**config.mk**
```make
export PLATFORM = sky130hd
export DESIGN_NAME = floor_call_dedup_queue
export DESIGN_NICKNAME = d
export VERILOG_FILES = /design/src/hdl/fcdq_pkg.sv /design/src/hdl/fcdq_queue.sv /design/src/hdl/floor_call_dedup_queue.sv
export SDC_FILE = /design/constraint.sdc
export NUM_CORES = 1
export LEC_CHECK = 0
export BUFFER_PORTS_ARGS = -buffer_cell sky130_fd_sc_hd__buf_2
export CAP_MARGIN = 20
export CORE_ASPECT_RATIO = 2
export CORE_MARGIN = 4
export CORE_UTILIZATION = 40
export DETAILED_ROUTE_END_ITERATION = 10
export MAX_ROUTING_LAYER = met4
export PLACE_DENSITY = 0.61
export SYNTH_ARGS = -nofsm -noshare
export SYNTH_HDL_FRONTEND = slang
export SYNTH_SLANG_ARGS = --single-unit
```
**constraint.sdc**
```tcl
create_clock -name aclk -period 2.9 [get_ports aclk]
set_input_delay 0.29 -clock aclk [delete_from_list [all_inputs] [get_ports aclk]]
set_output_delay 0.29 -clock aclk [all_outputs]
set_load 0.01 [all_outputs]
```
**src/hdl/fcdq_pkg.sv**
```systemverilog
// Shared types and constants for the floor call queue.
package fcdq_pkg;

    localparam int FLOOR_W     = 2;
    localparam int BTN_W       = 4;
    localparam int CNT_W       = 3;
    localparam int DEPTH_CMP_W = 5;
    localparam int S_DATA_W    = 8;
    localparam int M_DATA_W    = 16;

    localparam logic ACT_SCAN    = 1'b0;
    localparam logic ACT_ADVANCE = 1'b1;

    typedef enum logic [2:0] {
        ST_IDLE,
        ST_SELECT,
        ST_SCAN,
        ST_POP,
        ST_FINISH
    } state_t;

    typedef struct packed {
        logic               push;
        logic               pop;
        logic [CNT_W-1:0]   idx;
        logic [FLOOR_W-1:0] floor;
    } q_ctrl_t;

    typedef struct packed {
        logic [CNT_W-1:0]   count;
        logic [FLOOR_W-1:0] head_floor;
        logic               match;
    } q_stat_t;

endpackage

```
**src/hdl/fcdq_queue.sv**
```systemverilog
// Floor queue storage with entry count, head shift and entry compare.
module fcdq_queue #(
    parameter int QUEUE_DEPTH = 4
) (
    input  logic              aclk,
    input  logic              aresetn,
    input  fcdq_pkg::q_ctrl_t ctrl,
    output fcdq_pkg::q_stat_t stat
);
    import fcdq_pkg::*;

    localparam int IDX_W = (QUEUE_DEPTH > 1) ? $clog2(QUEUE_DEPTH) : 1;

    logic [FLOOR_W-1:0] entry_reg [QUEUE_DEPTH];
    logic [CNT_W-1:0]   count_reg;
    logic [CNT_W-1:0]   count_next;
    logic [IDX_W-1:0]   rd_idx;
    logic [IDX_W-1:0]   wr_idx;

    assign rd_idx = IDX_W'(ctrl.idx);
    assign wr_idx = IDX_W'(count_reg);

    always_comb begin
        count_next = count_reg;
        if (ctrl.push) begin
            count_next = count_reg + CNT_W'(1);
        end else if (ctrl.pop && count_reg != '0) begin
            count_next = count_reg - CNT_W'(1);
        end
    end

    always_ff @(posedge aclk) begin
        if (!aresetn) begin
            count_reg <= '0;
        end else begin
            count_reg <= count_next;
        end
    end

    always_ff @(posedge aclk) begin
        if (ctrl.push) begin
            entry_reg[wr_idx] <= ctrl.floor;
        end else if (ctrl.pop) begin
            for (int i = 0; i < QUEUE_DEPTH - 1; i++) begin
                entry_reg[i] <= entry_reg[i+1];
            end
        end
    end

    assign stat.count      = count_reg;
    assign stat.head_floor = (count_reg != '0) ? entry_reg[0] : '0;
    assign stat.match      = (entry_reg[rd_idx] == ctrl.floor);

endmodule

```
**src/hdl/floor_call_dedup_queue.sv**
```systemverilog
// Floor call queue: a scan beat selects one call by priority (buttons 0..3, then
// the held external floor) and appends it unless that floor is already queued or
// the queue is full; an advance beat removes the head. One result beat per input
// beat. A scan runs a compare loop that walks the stored entries one per cycle
// through a single comparator. A scan or an advance waits longer
// while a previous result still sits unaccepted in the output register. The input
// side takes a new beat while the previous result still waits in that register.
module floor_call_dedup_queue #(
    parameter int QUEUE_DEPTH = 4
) (
    input  logic                          aclk,
    input  logic                          aresetn,
    input  logic                          s_tvalid,
    output logic                          s_tready,
    // [3:0] button_levels, [4] ext_valid, [6:5] ext_floor
    input  logic [fcdq_pkg::S_DATA_W-1:0] s_tdata,
    // [0] action
    input  logic                          s_tuser,
    output logic                          m_tvalid,
    input  logic                          m_tready,
    // [0] added, [1] popped, [2] head_valid, [4:3] head_floor,
    // [7:5] queue_count, [8] call_pending
    output logic [fcdq_pkg::M_DATA_W-1:0] m_tdata
);
    import fcdq_pkg::*;

    localparam logic [DEPTH_CMP_W-1:0] DEPTH_L = DEPTH_CMP_W'(QUEUE_DEPTH);

    state_t             state_reg, state_next;
    logic [CNT_W-1:0]   idx_reg, idx_next;
    logic               act_reg, act_next;
    logic [BTN_W-1:0]   btn_reg, btn_next;
    logic               in_ev_reg, in_ev_next;
    logic [FLOOR_W-1:0] in_ef_reg, in_ef_next;
    logic               pend_valid_reg, pend_valid_next;
    logic [FLOOR_W-1:0] pend_floor_reg, pend_floor_next;
    logic               ext_valid_reg, ext_valid_next;
    logic [FLOOR_W-1:0] ext_floor_reg, ext_floor_next;
    logic               added_reg, added_next;
    logic               popped_reg, popped_next;
    logic               m_valid_reg, m_valid_next;
    logic [M_DATA_W-1:0] m_data_reg, m_data_next;

    q_ctrl_t            q_ctrl;
    q_stat_t            q_stat;
    logic               ext_v_now;
    logic [FLOOR_W-1:0] ext_f_now;
    logic [FLOOR_W-1:0] btn_floor;
    logic               q_full;
    logic               s_acc;

    fcdq_queue #(
        .QUEUE_DEPTH(QUEUE_DEPTH)
    ) u_queue (
        .aclk   (aclk),
        .aresetn(aresetn),
        .ctrl   (q_ctrl),
        .stat   (q_stat)
    );

    assign s_tready = (state_reg == ST_IDLE);
    assign s_acc    = s_tvalid && s_tready;
    assign m_tvalid = m_valid_reg;
    assign m_tdata  = m_data_reg;

    assign ext_v_now = ext_valid_reg | in_ev_reg;
    assign ext_f_now = in_ev_reg ? in_ef_reg : ext_floor_reg;
    assign q_full    = ({{(DEPTH_CMP_W-CNT_W){1'b0}}, q_stat.count} >= DEPTH_L);

    always_comb begin
        if (btn_reg[0]) begin
            btn_floor = FLOOR_W'(0);
        end else if (btn_reg[1]) begin
            btn_floor = FLOOR_W'(1);
        end else if (btn_reg[2]) begin
            btn_floor = FLOOR_W'(2);
        end else begin
            btn_floor = FLOOR_W'(3);
        end
    end

    always_ff @(posedge aclk) begin
        if (!aresetn) begin
            state_reg      <= ST_IDLE;
            pend_valid_reg <= 1'b0;
            pend_floor_reg <= '0;
            ext_valid_reg  <= 1'b0;
            ext_floor_reg  <= '0;
            m_valid_reg    <= 1'b0;
        end else begin
            state_reg      <= state_next;
            pend_valid_reg <= pend_valid_next;
            pend_floor_reg <= pend_floor_next;
            ext_valid_reg  <= ext_valid_next;
            ext_floor_reg  <= ext_floor_next;
            m_valid_reg    <= m_valid_next;
        end
    end

    always_ff @(posedge aclk) begin
        idx_reg    <= idx_next;
        act_reg    <= act_next;
        btn_reg    <= btn_next;
        in_ev_reg  <= in_ev_next;
        in_ef_reg  <= in_ef_next;
        added_reg  <= added_next;
        popped_reg <= popped_next;
        m_data_reg <= m_data_next;
    end

    always_comb begin
        state_next      = state_reg;
        idx_next        = idx_reg;
        act_next        = act_reg;
        btn_next        = btn_reg;
        in_ev_next      = in_ev_reg;
        in_ef_next      = in_ef_reg;
        pend_valid_next = pend_valid_reg;
        pend_floor_next = pend_floor_reg;
        ext_valid_next  = ext_valid_reg;
        ext_floor_next  = ext_floor_reg;
        added_next      = added_reg;
        popped_next     = popped_reg;
        m_valid_next    = m_valid_reg && !m_tready;
        m_data_next     = m_data_reg;
        q_ctrl.push     = 1'b0;
        q_ctrl.pop      = 1'b0;
        q_ctrl.idx      = idx_reg;
        q_ctrl.floor    = pend_floor_reg;

        case (state_reg)
            ST_IDLE: begin
                if (s_acc) begin
                    act_next    = s_tuser;
                    btn_next    = s_tdata[BTN_W-1:0];
                    in_ev_next  = s_tdata[BTN_W];
                    in_ef_next  = s_tdata[BTN_W+FLOOR_W:BTN_W+1];
                    added_next  = 1'b0;
                    popped_next = 1'b0;
                    idx_next    = '0;
                    state_next  = (s_tuser == ACT_ADVANCE) ? ST_POP : ST_SELECT;
                end
            end
            ST_SELECT: begin
                ext_valid_next = ext_v_now;
                ext_floor_next = ext_f_now;
                if (btn_reg != '0) begin
                    pend_valid_next = 1'b1;
                    pend_floor_next = btn_floor;
                end else if (ext_v_now) begin
                    pend_valid_next = 1'b1;
                    pend_floor_next = ext_f_now;
                    ext_valid_next  = 1'b0;
                end
                state_next = (pend_valid_next && !q_full) ? ST_SCAN : ST_FINISH;
            end
            ST_SCAN: begin
                if (idx_reg == q_stat.count) begin
                    q_ctrl.push     = 1'b1;
                    pend_valid_next = 1'b0;
                    added_next      = 1'b1;
                    state_next      = ST_FINISH;
                end else if (q_stat.match) begin
                    pend_valid_next = 1'b0;
                    state_next      = ST_FINISH;
                end else begin
                    idx_next = idx_reg + CNT_W'(1);
                end
            end
            ST_POP: begin
                if (q_stat.count != '0) begin
                    q_ctrl.pop  = 1'b1;
                    popped_next = 1'b1;
                end
                state_next = ST_FINISH;
            end
            ST_FINISH: begin
                if (!m_valid_reg || m_tready) begin
                    m_valid_next = 1'b1;
                    m_data_next  = {7'b0, pend_valid_reg, q_stat.count, q_stat.head_floor,
                                    (q_stat.count != '0), popped_reg, added_reg};
                    state_next   = ST_IDLE;
                end
            end
            default: begin
                state_next = ST_IDLE;
            end
        endcase
    end

    // duplicate suppression bounds the queue to the four floors
    a_count_bound: assert property (@(posedge aclk) disable iff (!aresetn)
        q_stat.count <= CNT_W'(4) && {2'b00, q_stat.count} <= DEPTH_L)
        else $error("queue count out of range");

    a_busy_after_accept: assert property (@(posedge aclk) disable iff (!aresetn)
        s_acc |=> !s_tready)
        else $error("accepted a beat while busy");

    a_one_op: assert property (@(posedge aclk) disable iff (!aresetn)
        m_tvalid |-> !(m_tdata[0] && m_tdata[1]))
        else $error("add and pop in one beat");

    a_head_valid: assert property (@(posedge aclk) disable iff (!aresetn)
        m_tvalid |-> (m_tdata[2] == (m_tdata[7:5] != 3'd0)))
        else $error("head_valid disagrees with count");

    a_added_nonempty: assert property (@(posedge aclk) disable iff (!aresetn)
        (m_tvalid && m_tdata[0]) |-> (m_tdata[7:5] != 3'd0 && !m_tdata[8]))
        else $error("append left queue empty or call pending");

endmodule

```
# Yosys cells after proc, flatten, opt, wreduce, memory -nomap -nowiden
# Memory sizes are Yosys's and may differ from the RTL's. A register that Yosys moved wholly into a read port is not among the register bits.
# Index checks and enable logic that the tools add are counted.
# classes
add_sub_neg	3
n_lt_le_gt_ge	1
eq_ne	13
muxes	46
bitwise	1
reduce_logical	26
# op_table
operator	n
$mux W3	10
$mux W1	22
$mux W2	9
$pmux W3 S5	1
$ne A2 B2 Y1 const B	5
$reduce_bool A2 Y1	5
$reduce_and A3 Y1	3
$reduce_and A2 Y1	4
$add A3 B1 Y3 const B	2
$eq A3 B2 Y1 const B	2
$pmux W1 S2	3
$pmux W3 S2	1
$logic_and A1 B1 Y1	4
$logic_not A1 Y1	4
$reduce_and A4 Y1	1
$reduce_bool A4 Y1	1
$eq A3 B1 Y1 const B	1
$eq A3 B3 Y1	1
$eq A3 B3 Y1 const B	1
$ge A3 B3 Y1 const B	1
$logic_not A3 Y1	1
$ne A3 B3 Y1 const B	1
$reduce_bool A3 Y1	1
$sub A3 B1 Y3 const B	1
5 further kinds	5
# word_totals
reg_bits	32
mem_bits_rw	8
in_bits	13
word_cells	105
memories	1
# memory_table
name	depth	word_bits	rd	rd_clocked_by_memory_dff	write_ports	line	rtl
u_queue.entry_reg	4	2	5	2	3	fcdq_queue.sv:14	logic [FLOOR_W-1:0] entry_reg [QUEUE_DEPTH];

# Logic depth before layout (Yosys ltp)
# logic_depth
word_depth	8
depth_mapped	7
mapped_depth_nobuf	6

# Modules after synthesis
# A second synthesis with hierarchy kept.
# unflattened
cells_unflattened	169
hier_area_um2	1969.4
# by_module_without_submodules
mod	n_inst	cells_each	area_per_inst_um2	seq_area_each_um2
floor_call_dedup_queue	1	111	1370.1	830.8
fcdq_queue	1	58	599.3	300.3

# Worst setup path before layout
# Ideal clock, no wire load.
# synth_path
path_kind	register to register
from	register state_reg[1]
to	register u_queue.count_reg[2]
t_arrival_ps	2116
t_required_ps	2828
slack_ps	712
stages_incl_launch_ff	8
path_buffers	1
synth_period_minus_slack_ps	2188
cell_sequence	dfxtp_1 or3b_1 buf_6 nor4_4 inv_2 fa_1 mux2i_2 mux2i_1
# synth_via
elab_chain_cells	4
word_cells_on_any_way	7
classes_between	eq/ne: 2; mux: 3; reduce/logical: 2
# synth_rtl
item	line	rtl
start, declared	floor_call_dedup_queue.sv:29	state_t state_reg, state_next;
start signal, assigned	floor_call_dedup_queue.sv:91	state_reg <= state_next;
$eq A3 B2 Y1	floor_call_dedup_queue.sv:131	case (state_reg)
$mux W1	floor_call_dedup_queue.sv:131	
$logic_and A1 B1 Y1	fcdq_queue.sv:27	end else if (ctrl.pop && count_reg != '0) begin
$reduce_bool A2 Y1 (no line)	n/a	
end signal, assigned	fcdq_queue.sv:36	count_reg <= count_next;
end, declared	fcdq_queue.sv:15	logic [CNT_W-1:0] count_reg;
# Several ways; a longest one is shown, not always the timed one.
# A chain may end at the register's enable or synchronous reset.

# Worst setup path after layout
# layout_path
from	register state_reg[2]
to	register u_queue.count_reg[2]
# Same word-level chain as after synthesis.

==> impl_metrics.yaml <==
critical_path:
  critPathLaunchType: "flip-flop"
  crit_path_end_kind: "flip-flop"
  crit_arrival_ns: 2.65
  cp_data_required_time_ns: 3.13
  cp_max_fo: 11
  worst-setup-path-type: "flip-flop to flip-flop"
  crit_path_top_delay_cell: "or3b_1"
  crit_buf_inv: 1
  crit_path_cell_trace: "or3b_1 -> nor4_4 -> inv_2 -> fa_1 -> mux2i_2 -> mux2i_1"
  crit_family: "simple AND/OR/NAND/NOR gates"
  crit_path_max_incr_delay_ns: 0.52
synth:
  ys_warn_count: 0
  synth_area_um2: 1980
  netlist.area_leader.share: 0.440
  synth_xor_area_frac: 0.0265
  yosysTopAreaCell: "edfxtp_1"
  synthFlopType: "edfxtp_1"
  synth_edf_count: 29
  synth_seq_area_share: 0.591
  synth_cells: 168
  ys_ff_latch: 44
  synth_compound_area_frac: 0.0821
  muxShareOfSynthArea: 0.0720
  ys_types: 45
  synth_top_family_by_area: "simple AND/OR/NAND/NOR gates"
  synth-adder-area-share: 0.0164
  yosys.area_share.simple: 0.156
  synth_area_leaders: "edfxtp_1, dfxtp_1, nand2_1, mux2i_1, buf_4"
  synth_area_per_cell_um2: 11.8
  synthArstFlopShare: 0
pwr:
  power_frac_comb: 0.142
  p_leak_nw: 0.900
  cellPowerDensity_nw_per_um2: 646
  clkPwrFrac: 0.319
  seq_power_share: 0.539
  swShare: 0.257
  p_int_w: 0.00107
  p_switching_w: 0.000368
  ir_drop_uv: 520
floorplan:
  num_rows: 36
  die_width_um: 57.8
  initial_core_util: 0.411
  dieArea_um2: 6210
  pin_count: 31
  core_region_area_um2: 4820
  fp.dieH_um: 108
clocking:
  cts_tree: "yes"
  root_buffer: "clkbuf_8"
  cts-resized-gates: 0
  cts_hold_repair.buffers: 0
  htreeDepth: 2
  path_clk_slew_ns: 0.09
  cts_setup_buffers: 0
  clockBufferDepth: 2
  clkSinkCount: 44
  clk_latency_ns: 0.30
  cts_buffers: 5
finish:
  final_cell_mix: "edfxtp_1, nand2_1, buf_2, dfxtp_1, nor2_1"
  multi_input_area_um2: 726
  nFillCells: 447
  fin_area_um2: 2220
  largest_reg_flops: 9
  final_nets: 207
  drive_gt1_frac: 0.197
  register_area_um2: 1170
  diodes: 0
  final_common_cell: "edfxtp_1"
  areaGrowthSynthToFinish_pct: 12.1
global_route:
  grt_max_degree: 15
  antenna_found_initial: 0
  grt-ovfl-total: 0
  track_usage: 0.137
  grt_pass1_vias: 1318
  grt_pass1_wl_mm: 6.20
run_status:
  status: "completed"
placement:
  dp_hpwl_mm: 2.94
  placed_cell_area_um2: 2110
  place.gp.congestion: 0.813
  numPortBuffers: 22
sta:
  maxSlewViolCount: 0
  min_period_over_period: 0.837
  hold_slack_ns: 0.172
  finClkSkew_ns: 0.0112
  tns_ns: 0
  setup_viol: 0
  relSlewSlack: 0.498
  rsz0062_at_grt: "no"
  finalHoldViolCount: 0
  min_period_ns: 2.43
  max_freq_mhz: 412
  worst_slew_pin_slew_ns: 0.751
worst_hold_path:
  hp-class: "primary input to flip-flop"
route:
  drc: 0
  viasPerCell: 5.16
  totalWireLength_mm: 3.77
  vias: 1290
  drt_iter0_drc: 34
  ant_nets: 0
  wl_per_cell_um: 15.1
  drt-pass1-iter-count: 4
run:
  cap_violations: 0
[per-layer routing]
layer,vias up,part of all wire,track usage
li1,629,-,-
met1,613,0.34,0.125
met2,39,0.57,0.249
met3,9,0.048,0.0264
met4,0,0.042,0.0879
met5,-,0,-
[per-stage QoR]
stage	instances	setup slack, ns	utilization	total power [W]
floorplan	174	0.712	-	0.000937
CTS	250	0.440	0.461	0.00145
detailed placement	242	0.453	0.437	0.000993
global placement	242	0.546	0.437	0.000981
global route	250	0.328	0.461	0.00150
finish	250	0.474	0.461	0.00143
[synth_stat cells (2+ instances only)]
library cell / instances
edfxtp_1: 29
nand2_1: 26
dfxtp_1: 15
nor2_1: 13
a21oi_1: 8
mux2i_1: 8
buf_4: 7
inv_1: 6
and2_1: 4
nand2b_1: 4
nor3_1: 4
o21ai_0: 4
xnor2_1: 3
xor2_1: 3
clkbuf_1: 2
o211ai_1: 2
or3_1: 2
[cells by family after synthesis]
group,count (synthesis)
compound gates,23
xor+xnor,6
fa+ha+maj,2
buf+inv,19
flops,44
mux,11
other cells,1
simple gates,62
[final timing paths]
kind	from	endpoint	slack, ns	depth (start not counted)
worst max-delay path	state_reg[2]	u_queue.count_reg[2]	0.47	6
worst min-delay path	s_tdata[6]	in_ef_reg[1]	0.17	1
worst max register to register	state_reg[2]	u_queue.count_reg[2]	0.47	6
worst min register to register	popped_reg	m_tdata[1]	0.43	0
[area by class of cell]
type                            count  area share
Inverter                            8      0.0135
Timing Repair Buffer               22      0.0496
Sequential cell                    44       0.528
Clock inverter                      3      0.0192
Tap cell                           57      0.0321
Clock buffer                        5      0.0310
Multi-Input combinational cell    111       0.327
[power by group through the flow]
| stage | logic (W) | clock network [W] | registers, W |
|---|---|---|---|
| after detailed placement | 0.000205 | 0 | 0.000788 |
| after floorplan | 0.000164 | 0 | 0.000773 |
| after global routing | 0.000228 | 0.000493 | 0.000781 |
| after global placement | 0.000197 | 0 | 0.000784 |
| after CTS | 0.000206 | 0.000468 | 0.000773 |
| final | 0.000204 | 0.000458 | 0.000773 |
(Power assumes the default switching activity.)
